**src/hw/rtl/ase_pkg.sv**
```systemverilog
// Shared types, constants and codes for the arc signature elite archive.
`timescale 1ns / 1ps

package ase_pkg;

    // Default sizes, handed to the top-level parameters.
    localparam int DEF_ARCHIVE_DEPTH = 16;
    localparam int DEF_NODE_BITS     = 12;

    // Fixed field widths.
    localparam int N_BITS    = 12;
    localparam int CAP_BITS  = 5;
    localparam int COST_BITS = 48;
    localparam int ID_BITS   = 16;
    localparam int SIG_BITS  = 64;
    localparam int SLOT_BITS = 4;
    localparam int OCC_BITS  = 5;
    localparam int MUL_BITS  = 32;

    // Configuration port.
    localparam int CFG_IDX_BITS  = 2;
    localparam int CFG_DATA_BITS = 12;
    localparam logic [CFG_IDX_BITS-1:0] CFG_AIRCRAFT_COUNT   = 2'd0;
    localparam logic [CFG_IDX_BITS-1:0] CFG_ARCHIVE_CAPACITY = 2'd1;

    localparam logic [N_BITS-1:0]   RESET_AIRCRAFT_COUNT   = 12'd1;
    localparam logic [CAP_BITS-1:0] RESET_ARCHIVE_CAPACITY = 5'd16;

    // Mixer constants.
    localparam logic [SIG_BITS-1:0] MIX_GOLDEN = 64'h9E3779B97F4A7C15;
    localparam logic [SIG_BITS-1:0] MIX_MUL_A  = 64'hBF58476D1CE4E5B9;
    localparam logic [SIG_BITS-1:0] MIX_MUL_B  = 64'h94D049BB133111EB;
    localparam int MIX_SHIFT_A   = 30;
    localparam int MIX_SHIFT_B   = 27;
    localparam int MIX_SHIFT_FIN = 31;

    typedef enum logic [1:0] {
        OUT_APPENDED   = 2'd0,
        OUT_REPLACED   = 2'd1,
        OUT_DUPLICATE  = 2'd2,
        OUT_NOT_BETTER = 2'd3
    } outcome_t;

    typedef enum logic [2:0] {
        OP_NONE,
        OP_SEED,
        OP_MUL_LO,
        OP_MUL_X1,
        OP_MUL_X2,
        OP_FOLD,
        OP_SCAN
    } op_t;

    typedef struct packed {
        logic load_in;
        op_t  op;
        logic mix_sel;
        logic decide;
    } dp_cmd_t;

    typedef struct packed {
        logic last_item;
        logic scan_done;
        logic out_free;
    } dp_status_t;

endpackage

```
**src/hw/rtl/ase_ctrl.sv**
```systemverilog
// Sequencing state machine for the arc signature elite archive.
`timescale 1ns / 1ps

module ase_ctrl (
    input  logic                clk,
    input  logic                rst_n,
    input  logic                s_tvalid,
    output logic                s_tready,
    output ase_pkg::dp_cmd_t    cmd,
    input  ase_pkg::dp_status_t status
);
    import ase_pkg::*;

    typedef enum logic [3:0] {
        ST_IDLE,
        ST_SEED,
        ST_M1_LO,
        ST_M1_X1,
        ST_M1_X2,
        ST_M2_LO,
        ST_M2_X1,
        ST_M2_X2,
        ST_FOLD,
        ST_SCAN,
        ST_DECIDE
    } state_t;

    state_t state_reg;
    state_t state_next;
    logic   ready_reg;

    assign s_tready = ready_reg;

    always_comb
    begin
        state_next  = state_reg;
        cmd.load_in = 1'b0;
        cmd.op      = OP_NONE;
        cmd.mix_sel = 1'b0;
        cmd.decide  = 1'b0;
        case (state_reg)
            ST_IDLE:
            begin
                cmd.load_in = s_tvalid && ready_reg;
                if (s_tvalid && ready_reg)
                begin
                    state_next = ST_SEED;
                end
            end
            ST_SEED:
            begin
                cmd.op     = OP_SEED;
                state_next = ST_M1_LO;
            end
            ST_M1_LO:
            begin
                cmd.op     = OP_MUL_LO;
                state_next = ST_M1_X1;
            end
            ST_M1_X1:
            begin
                cmd.op     = OP_MUL_X1;
                state_next = ST_M1_X2;
            end
            ST_M1_X2:
            begin
                cmd.op     = OP_MUL_X2;
                state_next = ST_M2_LO;
            end
            ST_M2_LO:
            begin
                cmd.op      = OP_MUL_LO;
                cmd.mix_sel = 1'b1;
                state_next  = ST_M2_X1;
            end
            ST_M2_X1:
            begin
                cmd.op      = OP_MUL_X1;
                cmd.mix_sel = 1'b1;
                state_next  = ST_M2_X2;
            end
            ST_M2_X2:
            begin
                cmd.op      = OP_MUL_X2;
                cmd.mix_sel = 1'b1;
                state_next  = ST_FOLD;
            end
            ST_FOLD:
            begin
                cmd.op     = OP_FOLD;
                state_next = status.last_item ? ST_SCAN : ST_IDLE;
            end
            ST_SCAN:
            begin
                cmd.op = OP_SCAN;
                if (status.scan_done)
                begin
                    state_next = ST_DECIDE;
                end
            end
            ST_DECIDE:
            begin
                cmd.decide = status.out_free;
                if (status.out_free)
                begin
                    state_next = ST_IDLE;
                end
            end
            default:
            begin
                state_next = ST_IDLE;
            end
        endcase
    end

    always_ff @(posedge clk or negedge rst_n)
    begin
        if (!rst_n)
        begin
            state_reg <= ST_IDLE;
            ready_reg <= 1'b1;
        end
        else
        begin
            state_reg <= state_next;
            ready_reg <= (state_next == ST_IDLE);
        end
    end

endmodule

```
**config.mk**
```make
export PLATFORM = sky130hd
export DESIGN_NAME = ase_ctrl
export DESIGN_NICKNAME = d
export VERILOG_FILES = /design/src/hw/rtl/ase_pkg.sv /design/src/hw/rtl/ase_ctrl.sv
export SDC_FILE = /design/constraint.sdc
export NUM_CORES = 1
export LEC_CHECK = 0
export BUFFER_PORTS_ARGS = -buffer_cell sky130_fd_sc_hd__buf_2
export CAP_MARGIN = 20
export CELL_PAD_IN_SITES_DETAIL_PLACEMENT = 1
export CELL_PAD_IN_SITES_GLOBAL_PLACEMENT = 1
export CORE_AREA = 2 2 39 41
export CTS_CLUSTER_DIAMETER = 30
export DETAILED_ROUTE_END_ITERATION = 10
export DIE_AREA = 0 0 41 43
export GPL_TIMING_DRIVEN = 0
export HOLD_SLACK_MARGIN = 0.15
export MAX_ROUTING_LAYER = met4
export PLACE_DENSITY = 0.71
export SLEW_MARGIN = 20
export SYNTH_ARGS = -nofsm -noshare
export SYNTH_HDL_FRONTEND = slang
export SYNTH_SLANG_ARGS = --single-unit
```
**constraint.sdc**
```tcl
create_clock -name clk -period 1.9 [get_ports clk]
set_input_delay 0.19 -clock clk [delete_from_list [all_inputs] [get_ports clk]]
set_output_delay 0.19 -clock clk [all_outputs]
set_load 0.02 [all_outputs]
```
Yosys cells after proc, flatten, opt, wreduce, memory -nomap -nowiden
Cells that the tools add are included.
{"block": "totals", "elab_cells": 28, "out_inout_bits": 7, "register_bits": 5}
{"block": "classes", "muxes": 9, "eq_ne": 10, "n_reduce_logical": 7}
{"cell": "4-bit one-hot mux with 11 select lines", "n": 1}
{"cell": "3-bit one-hot mux with 6 select lines", "n": 1}
{"cell": "4-bit by 3-bit equality test with 1-bit output, second input constant", "n": 4}
{"cell": "4-bit two-way mux", "n": 4}
{"cell": "4-bit equality test, second input constant", "n": 3}
{"cell": "4-bit by 2-bit equality test with 1-bit output, second input constant", "n": 2}
{"cell": "4-bit zero test", "n": 2}
{"cell": "2-bit OR reduction", "n": 3}
{"cell": "4-bit by 1-bit equality test with 1-bit output, second input constant", "n": 1}
{"cell": "1-bit two-way mux", "n": 3}
{"cell": "3-bit OR reduction", "n": 1}
{"cell": "1-bit logical AND", "n": 1}

Depth between registers and ports, before layout
Gate-level depths: netlist of the first run.
{"block": "logic_depth", "ltp_word": 4, "depth_mapped": 5}

Least setup slack after synthesis of the first run
Ideal clock, no wire load.
{"block": "synth_path", "kind": "register -> output", "from": "reg state_reg[1]", "to": "out cmd[2] (netlist name)", "stages_incl_launch_ff": 5, "n_path_buf": 1, "required_time_ps": 1710, "arrival_time_ps": 1319, "path_slack_ps": 391, "path_cell_list": "dfrtp_1 -> buf_2 -> nor3b_1 -> a21oi_1 -> o21ai_0"}
{"element": "start, declared", "line": "ase_ctrl.sv:28", "text": "state_t state_reg;"}
{"element": "start signal, assigned", "line": "ase_ctrl.sv:125", "text": "state_reg <= state_next;"}
{"element": "end, declared", "line": "ase_ctrl.sv:9", "text": "output ase_pkg::dp_cmd_t cmd,"}

==> results of run 1 <==
[layout make-up]
cell class | instances | area, um2 | area share
buffer | 2 | 12.5 | 0.0258
inverter | 1 | 3.75 | 0.00773
sequential | 5 | 126 | 0.260
tap | 16 | 20.0 | 0.0412
multi-input combinational | 35 | 226 | 0.466
clock buffer | 4 | 26.3 | 0.0541
timing repair buffer | 13 | 70.1 | 0.144
[how the worst max path moves through the flow]
stage | start | end | slack, ns | cells past startpoint
after CTS | state_reg[2] | cmd[2] | 0.18 | 4
after detailed placement | state_reg[2] | cmd[2] | 0.44 | 4
after floorplan | state_reg[1] | cmd[2] | 0.39 | 4
after global routing | state_reg[2] | cmd[2] | 0.05 | 4
final | state_reg[2] | cmd[2] | 0.19 | 4
after global placement | state_reg[2] | cmd[2] | 0.49 | 4
[report_power, final]
group          internal, mW  switching [mW]
combinational         0.251           0.351
sequential            0.164          0.0659
clock                0.0790          0.0368
total                 0.494           0.454
[logic make-up after synthesis]
family          Yosys count  synth area share
simple gates             19             0.332
mux                       1            0.0407
compound gates           15             0.241
flops                     5             0.342
buf+inv                   3            0.0441
[cells in the mapped netlist (2+ instances only)]
| cell | count |
|---|---|
| sky130_fd_sc_hd__a21oi_1 | 4 |
| sky130_fd_sc_hd__and2b_2 | 2 |
| sky130_fd_sc_hd__dfrtp_1 | 4 |
| sky130_fd_sc_hd__nand2_1 | 3 |
| sky130_fd_sc_hd__nor2_1 | 3 |
| sky130_fd_sc_hd__nor2b_1 | 4 |
| sky130_fd_sc_hd__nor3b_1 | 2 |
| sky130_fd_sc_hd__o21ai_0 | 6 |
[per-layer routing]
layer  up-vias  wire length (um)  track usage
met1       182               398        0.167
met5         -                 0            -
met2         9               437        0.206
met3         0                35       0.0314
met4         0                 0       0.0600
li1        189                 -            -
[stage by stage]
stage	area, um2	utilization	hold slack, ns	instances
detailed placement	449	0.325	0.00519	71
CTS	485	0.351	0.284	76
finish	485	0.351	0.291	76
global route	485	0.351	0.287	76
floorplan	369	-	-0.106	43
global placement	449	0.325	0.00471	71
==> summary.txt, run 1 <==
Clock tree
  – Clock edge transition at the registers on the reported setup and hold paths: 0.04 ns
  – TritonCTS Buffers: 3
  – Post CTS Setup Buffer Count: 0
  – Clock tree from TritonCTS: yes
  – Hold buffers post-CTS: 1
  – Number of buffers on the longest clock path: 2
  – Clock tree root buffer cell: sky130_fd_sc_hd__clkbuf_4
  – H-tree depth: 1
  – Later-pin clock latency in the skew report: 0.23 ns
  – Clock Sinks: 5
  – Number of gates given a new drive strength after cts: 0

Die
  – Die boundary height: 43 um
  – Effective utilization at floorplan: 0.267
  – Row cnt: 14
  – Number of placed I/O pins: 13
  – Core area: between 0.001 and 0.0015 mm2
  – Chip width: 41 um
  – Area of the die: 0.00176 mm2

Outcome
  – Outcome: completed

STA
  – Fraction of the cycle the final worst path needs: 0.899
  – Final TNS setup: 0 ns
  – Slew at the pin with the worst max-slew slack: approximately 0.36 ns
  – Final Critical Period: 1.71 ns
  – FMAX: around 590 MHz
  – Final WS setup: ~0.19 ns
  – Hold violation count in the final report: 0
  – Final number of setup-violating endpoints: 0
  – Slew HR: 0.761
  – Unrepaired setup endpoints after global routing: false
  – Final count of pins violating max slew: 0
  – Setup clock skew after layout: approximately 0.0009 ns

Detailed routing
  – Overall routed net length: approximately 870 um
  – Count of vias placed by the detailed router: 380
  – Number of nets still failing antenna checks after routing: 0
  – Per-cell via count in the routed design: about 5
  – DRC Markers: 0
  – Routed length per placed instance: around 11 um
  – First DRT Iteration DRCs: 1
  – Number of iterations in the first detailed-routing pass: 2

Synthesis
  – Synth warnings: 0
  – Post-synthesis cell type with the largest combined area: sky130_fd_sc_hd__dfrtp_1
  – Top flip-flop cell by instance count after synthesis: sky130_fd_sc_hd__dfrtp_1
  – Cell types occupying the most area after synthesis: sky130_fd_sc_hd__dfrtp_1, sky130_fd_sc_hd__o21ai_0, sky130_fd_sc_hd__dfstp_2
  – Count of different cell masters after synthesis: 23
  – Syn avg cell area: ~8.6 um2
  – Async set or reset register ratio after synthesis: 1.00
  – Net Count, Synth: 49
  – Number of synthesized flops with an enable pin: 0
  – Proportion of synthesized chip area in sequential cells: 0.342
  – Cells after Synth: 43
  – Summed instance area of the synthesized netlist: between 300 and 400 um2
  – Synthesized flop and latch total: 5
  – Proportion of netlist area held by the largest area contributor: 0.271

Pwr
  – Leakage power: approximately 0.23 nW
  – Worst-case vdd ir drop: approximately 0.64 mV
  – PnR Total Power: around 0.95 mW
  – Power density over cell area: ~2000 mW/mm2

Final layout
  – Layout net count: 67
  – Number of fill cells: ~180
  – Signed area change from the synthesized netlist to the final layout: 31.5%
  – Highest-count cells in the layout ignoring fill and taps: sky130_fd_sc_hd__buf_2, sky130_fd_sc_hd__o21ai_0, sky130_fd_sc_hd__nor2b_1, sky130_fd_sc_hd__a21oi_1, sky130_fd_sc_hd__dfrtp_1
  – Diodes inserted: 0
  – Number of flip-flops in the largest register: 4
  – Layout cell share with drive strength beyond 1: 0.400
  – Most frequent standard cell in the layout excluding fill and tap cells: sky130_fd_sc_hd__buf_2

Global route
  – Overflow left after global routing: 0
  – Total track usage: 0.137
  – Pin count of the biggest net entering global routing: 11
  – Antenna violations before repair: 0
  – Global-route wire length before repair: 1.62 mm
  – Via count of the first global-routing pass: between 300 and 400

Critical path
  – CP max stage delay: approximately 0.48 ns
  – Beginning of the worst register-to-register path: state_reg[2]
  – Slack of the worst reg-to-reg path: 0.58 ns
  – Arrival @ worst endpoint: about 1.5 ns
  – Critical path buffers and inverters: 1
  – Highest net fanout along the worst path: 9
  – Worst Setup Start Kind: flip-flop
  – Largest delay share family, worst path: flip-flops
  – Terminus of the critical flop-to-flop path: s_tready
  – Required time worst endpoint: between 1.5 and 2 ns
  – Setup CP Type: reg -> out
  – Library cell contributing the largest single delay on the critical path: sky130_fd_sc_hd__dfrtp_1
  – Sequence of cells on the critical path: nor2b_1 -> a21oi_1 -> o21ai_0 -> buf_2
  – Kind of capture point of the worst setup path: primary output
  – Worst r2r path cells: 3

Placement
  – Weighted congestion at the end of routability-driven global placement: roughly 0.66
  – Worst-case setup slack after placement: 0.444 ns
  – Count of buffers inserted at the top-level ports: 12
  – Placed wire-length estimate: roughly 720 um

Hold path
  – Worst hold-check path type: in -> async

Job
  – Number of violations of the max-capacitance limit: 0
No activity file was read; power rests on OpenSTA's default activity.
==> run 2: changes to the inputs <==
- BUFFER_PORTS_ARGS: -buffer_cell sky130_fd_sc_hd__buf_2 -> -buffer_cell sky130_fd_sc_hd__buf_4
- TNS_END_PERCENT: not set -> 20
==> run 2 against run 1 <==
  * Combinational power increased by 7.8%
  * Non-clock buffer count unchanged
  * Power increased by 4.5%
  * Sequential share of layout area decreased by 1.5 points
  * Register-to-register slack about the same
  * Clock-buffer cell count unchanged
  * Sequential power decreased by 2%
  * Hold slack got worse by 0.0067 ns
  * First-iteration DRC count increased to 3.0 times the previous value
  * Wire length decreased by 1.0%
  * Critical path type unchanged
  * Largest cell class unchanged
==> summary.txt, run 2 (synthesis results as in run 1) <==
Outcome
  – Outcome: completed

Clock tree
  – TritonCTS Buffers: 3 (unchanged)
  – Later-pin clock latency in the skew report: 0.23 ns (about the same)
  – Clock Sinks: 5 (unchanged)
  – Clock tree from TritonCTS: yes
  – Clock tree root buffer cell: sky130_fd_sc_hd__clkbuf_4
  – Post CTS Setup Buffer Count: 0 (unchanged)
  – H-tree depth: 1 (unchanged)
  – Clock edge transition at the registers on the reported setup and hold paths: 0.04 ns (about the same)
  – Number of buffers on the longest clock path: 2 (unchanged)

STA
  – Slew HR: 0.759 (-0.00166)
  – Unrepaired setup endpoints after global routing: false
  – Final Critical Period: 1.68 ns (-0.0316 ns)
  – Final count of pins violating max slew: 0 (unchanged)
  – Setup clock skew after layout: 0.000628 ns (-0.000299 ns)
  – Fraction of the cycle the final worst path needs: 0.882 (-0.0167)
  – FMAX: 597 MHz (+1.9%)
  – Final number of setup-violating endpoints: 0 (unchanged)
  – Final TNS setup: 0 ns (unchanged)
  – Hold violation count in the final report: 0 (unchanged)
  – Slew at the pin with the worst max-slew slack: 0.358 ns (+0.00247 ns)

Final layout
  – Diodes inserted: 0 (unchanged)
  – Most frequent standard cell in the layout excluding fill and tap cells: sky130_fd_sc_hd__buf_4
  – Highest-count cells in the layout ignoring fill and taps: sky130_fd_sc_hd__buf_4, sky130_fd_sc_hd__o21ai_0, sky130_fd_sc_hd__nor2b_1, sky130_fd_sc_hd__a21oi_1, sky130_fd_sc_hd__dfrtp_1
  – Layout cell share with drive strength beyond 1: 0.400 (unchanged)
  – Signed area change from the synthesized netlist to the final layout: 39.7%
  – Number of flip-flops in the largest register: 4 (unchanged)
  – Number of fill cells: 174 (-1.1%)
  – Layout net count: 67 (unchanged)

Die
  – Chip width: 41 um (unchanged)
  – Row cnt: 14 (unchanged)
  – Core area: 0.00138 mm2 (unchanged)
  – Die boundary height: 43 um (unchanged)
  – Area of the die: 0.00176 mm2 (unchanged)
  – Effective utilization at floorplan: 0.267 (unchanged)
  – Number of placed I/O pins: 13 (unchanged)

Global route
  – Via count of the first global-routing pass: 359 (-9.3%)
  – Total track usage: 0.122 (-0.0141)
  – Global-route wire length before repair: 1.46 mm (-9.8%)
  – Overflow left after global routing: 0 (unchanged)
  – Antenna violations before repair: 0 (unchanged)
  – Pin count of the biggest net entering global routing: 11 (unchanged)

Detailed routing
  – First DRT Iteration DRCs: 3 (+2)
  – Overall routed net length: 861 um (-1.0%)
  – DRC Markers: 0 (unchanged)
  – Count of vias placed by the detailed router: 366 (-3.7%)
  – Number of nets still failing antenna checks after routing: 0 (unchanged)
  – Routed length per placed instance: 11.3 um (-1.0%)
  – Per-cell via count in the routed design: 4.82 (-3.7%)
  – Number of iterations in the first detailed-routing pass: 2 (unchanged)

Pwr
  – Leakage power: 0.236 nW (+2.6%)
  – Worst-case vdd ir drop: 0.652 mV (+2.2%)
  – PnR Total Power: 0.991 mW (+4.5%)
  – Power density over cell area: 1920 mW/mm2 (-1.6%)

Hold path
  – Worst hold-check path type: in -> async

Placement
  – Placed wire-length estimate: 719 um (about the same)
  – Count of buffers inserted at the top-level ports: 12 (unchanged)
  – Weighted congestion at the end of routability-driven global placement: 0.694 (+5.6%)

Critical path
  – Worst Setup Start Kind: flip-flop
  – Highest net fanout along the worst path: 9 (unchanged)
  – Arrival @ worst endpoint: 1.49 ns (-0.03 ns)
  – Setup CP Type: reg -> out
  – Slack of the worst reg-to-reg path: 0.59 ns (about the same)
  – Required time worst endpoint: 1.71 ns (about the same)
  – Kind of capture point of the worst setup path: primary output

Job
  – Number of violations of the max-capacitance limit: 0 (unchanged)
## run 2: per-layer routing
layer	GRT usage	wire length, um	vias to the layer above
li1	-	-	190
met1	0.155	408	169
met2	0.184	418	7
met3	0.0157	34	0
met4	0.0600	0	0
met5	-	0	-
## run 2: where the power goes
group / switching, mW / internal [mW] / total, mW
Combinational: 0.355 / 0.295 / 0.649
Sequential: 0.0618 / 0.164 / 0.226
Clock: 0.0366 / 0.0790 / 0.116
## run 2: area by class of cell
type | count | area [um2] | area share
inverters | 1 | 3.75 | 0.00728
multi-input cells | 35 | 226 | 0.439
plain buffers | 2 | 12.5 | 0.0243
repair buffers | 13 | 100 | 0.194
clock buffers | 4 | 26.3 | 0.0510
well taps | 16 | 20.0 | 0.0388
flip-flops and latches | 5 | 126 | 0.245
## run 2: repair_timing
item / in CTS / in global routing
gates resized for setup: 0 / 0
hold buffers: 1 / 0
hold endpoints to repair: 5 / 0
## run 2: worst max-delay path, stage by stage, from the launching register on
cell and delay, ns:
sky130_fd_sc_hd__dfrtp_1 0.46, sky130_fd_sc_hd__nor2b_1 0.30, sky130_fd_sc_hd__a21oi_1 0.14, sky130_fd_sc_hd__o21ai_0 0.18, sky130_fd_sc_hd__buf_4 0.17
## run 2: metrics by stage
stage / std cells / setup WS, ns / util / hold WS [ns] / instance area, um2
after floorplan: 43 / 0.391 / - / -0.106 / 369
after global placement: 71 / 0.480 / 0.346 / -0.00849 / 479
after detailed placement: 71 / 0.470 / 0.346 / -0.00895 / 479
after CTS: 76 / 0.206 / 0.373 / 0.277 / 515
after global routing: 76 / 0.0899 / 0.373 / 0.275 / 515
final: 76 / 0.224 / 0.373 / 0.284 / 515
## run 2: worst paths after layout
path,depth (start not counted),endpoint,start
setup / recovery,4,cmd[2],state_reg[2]
hold / removal,2,state_reg[3],rst_n
setup reg to reg,3,s_tready,state_reg[2]
hold reg to reg,1,state_reg[0],state_reg[3]
max in group asynchronous,2,s_tready,rst_n
min in group clk,4,state_reg[3],status[2]
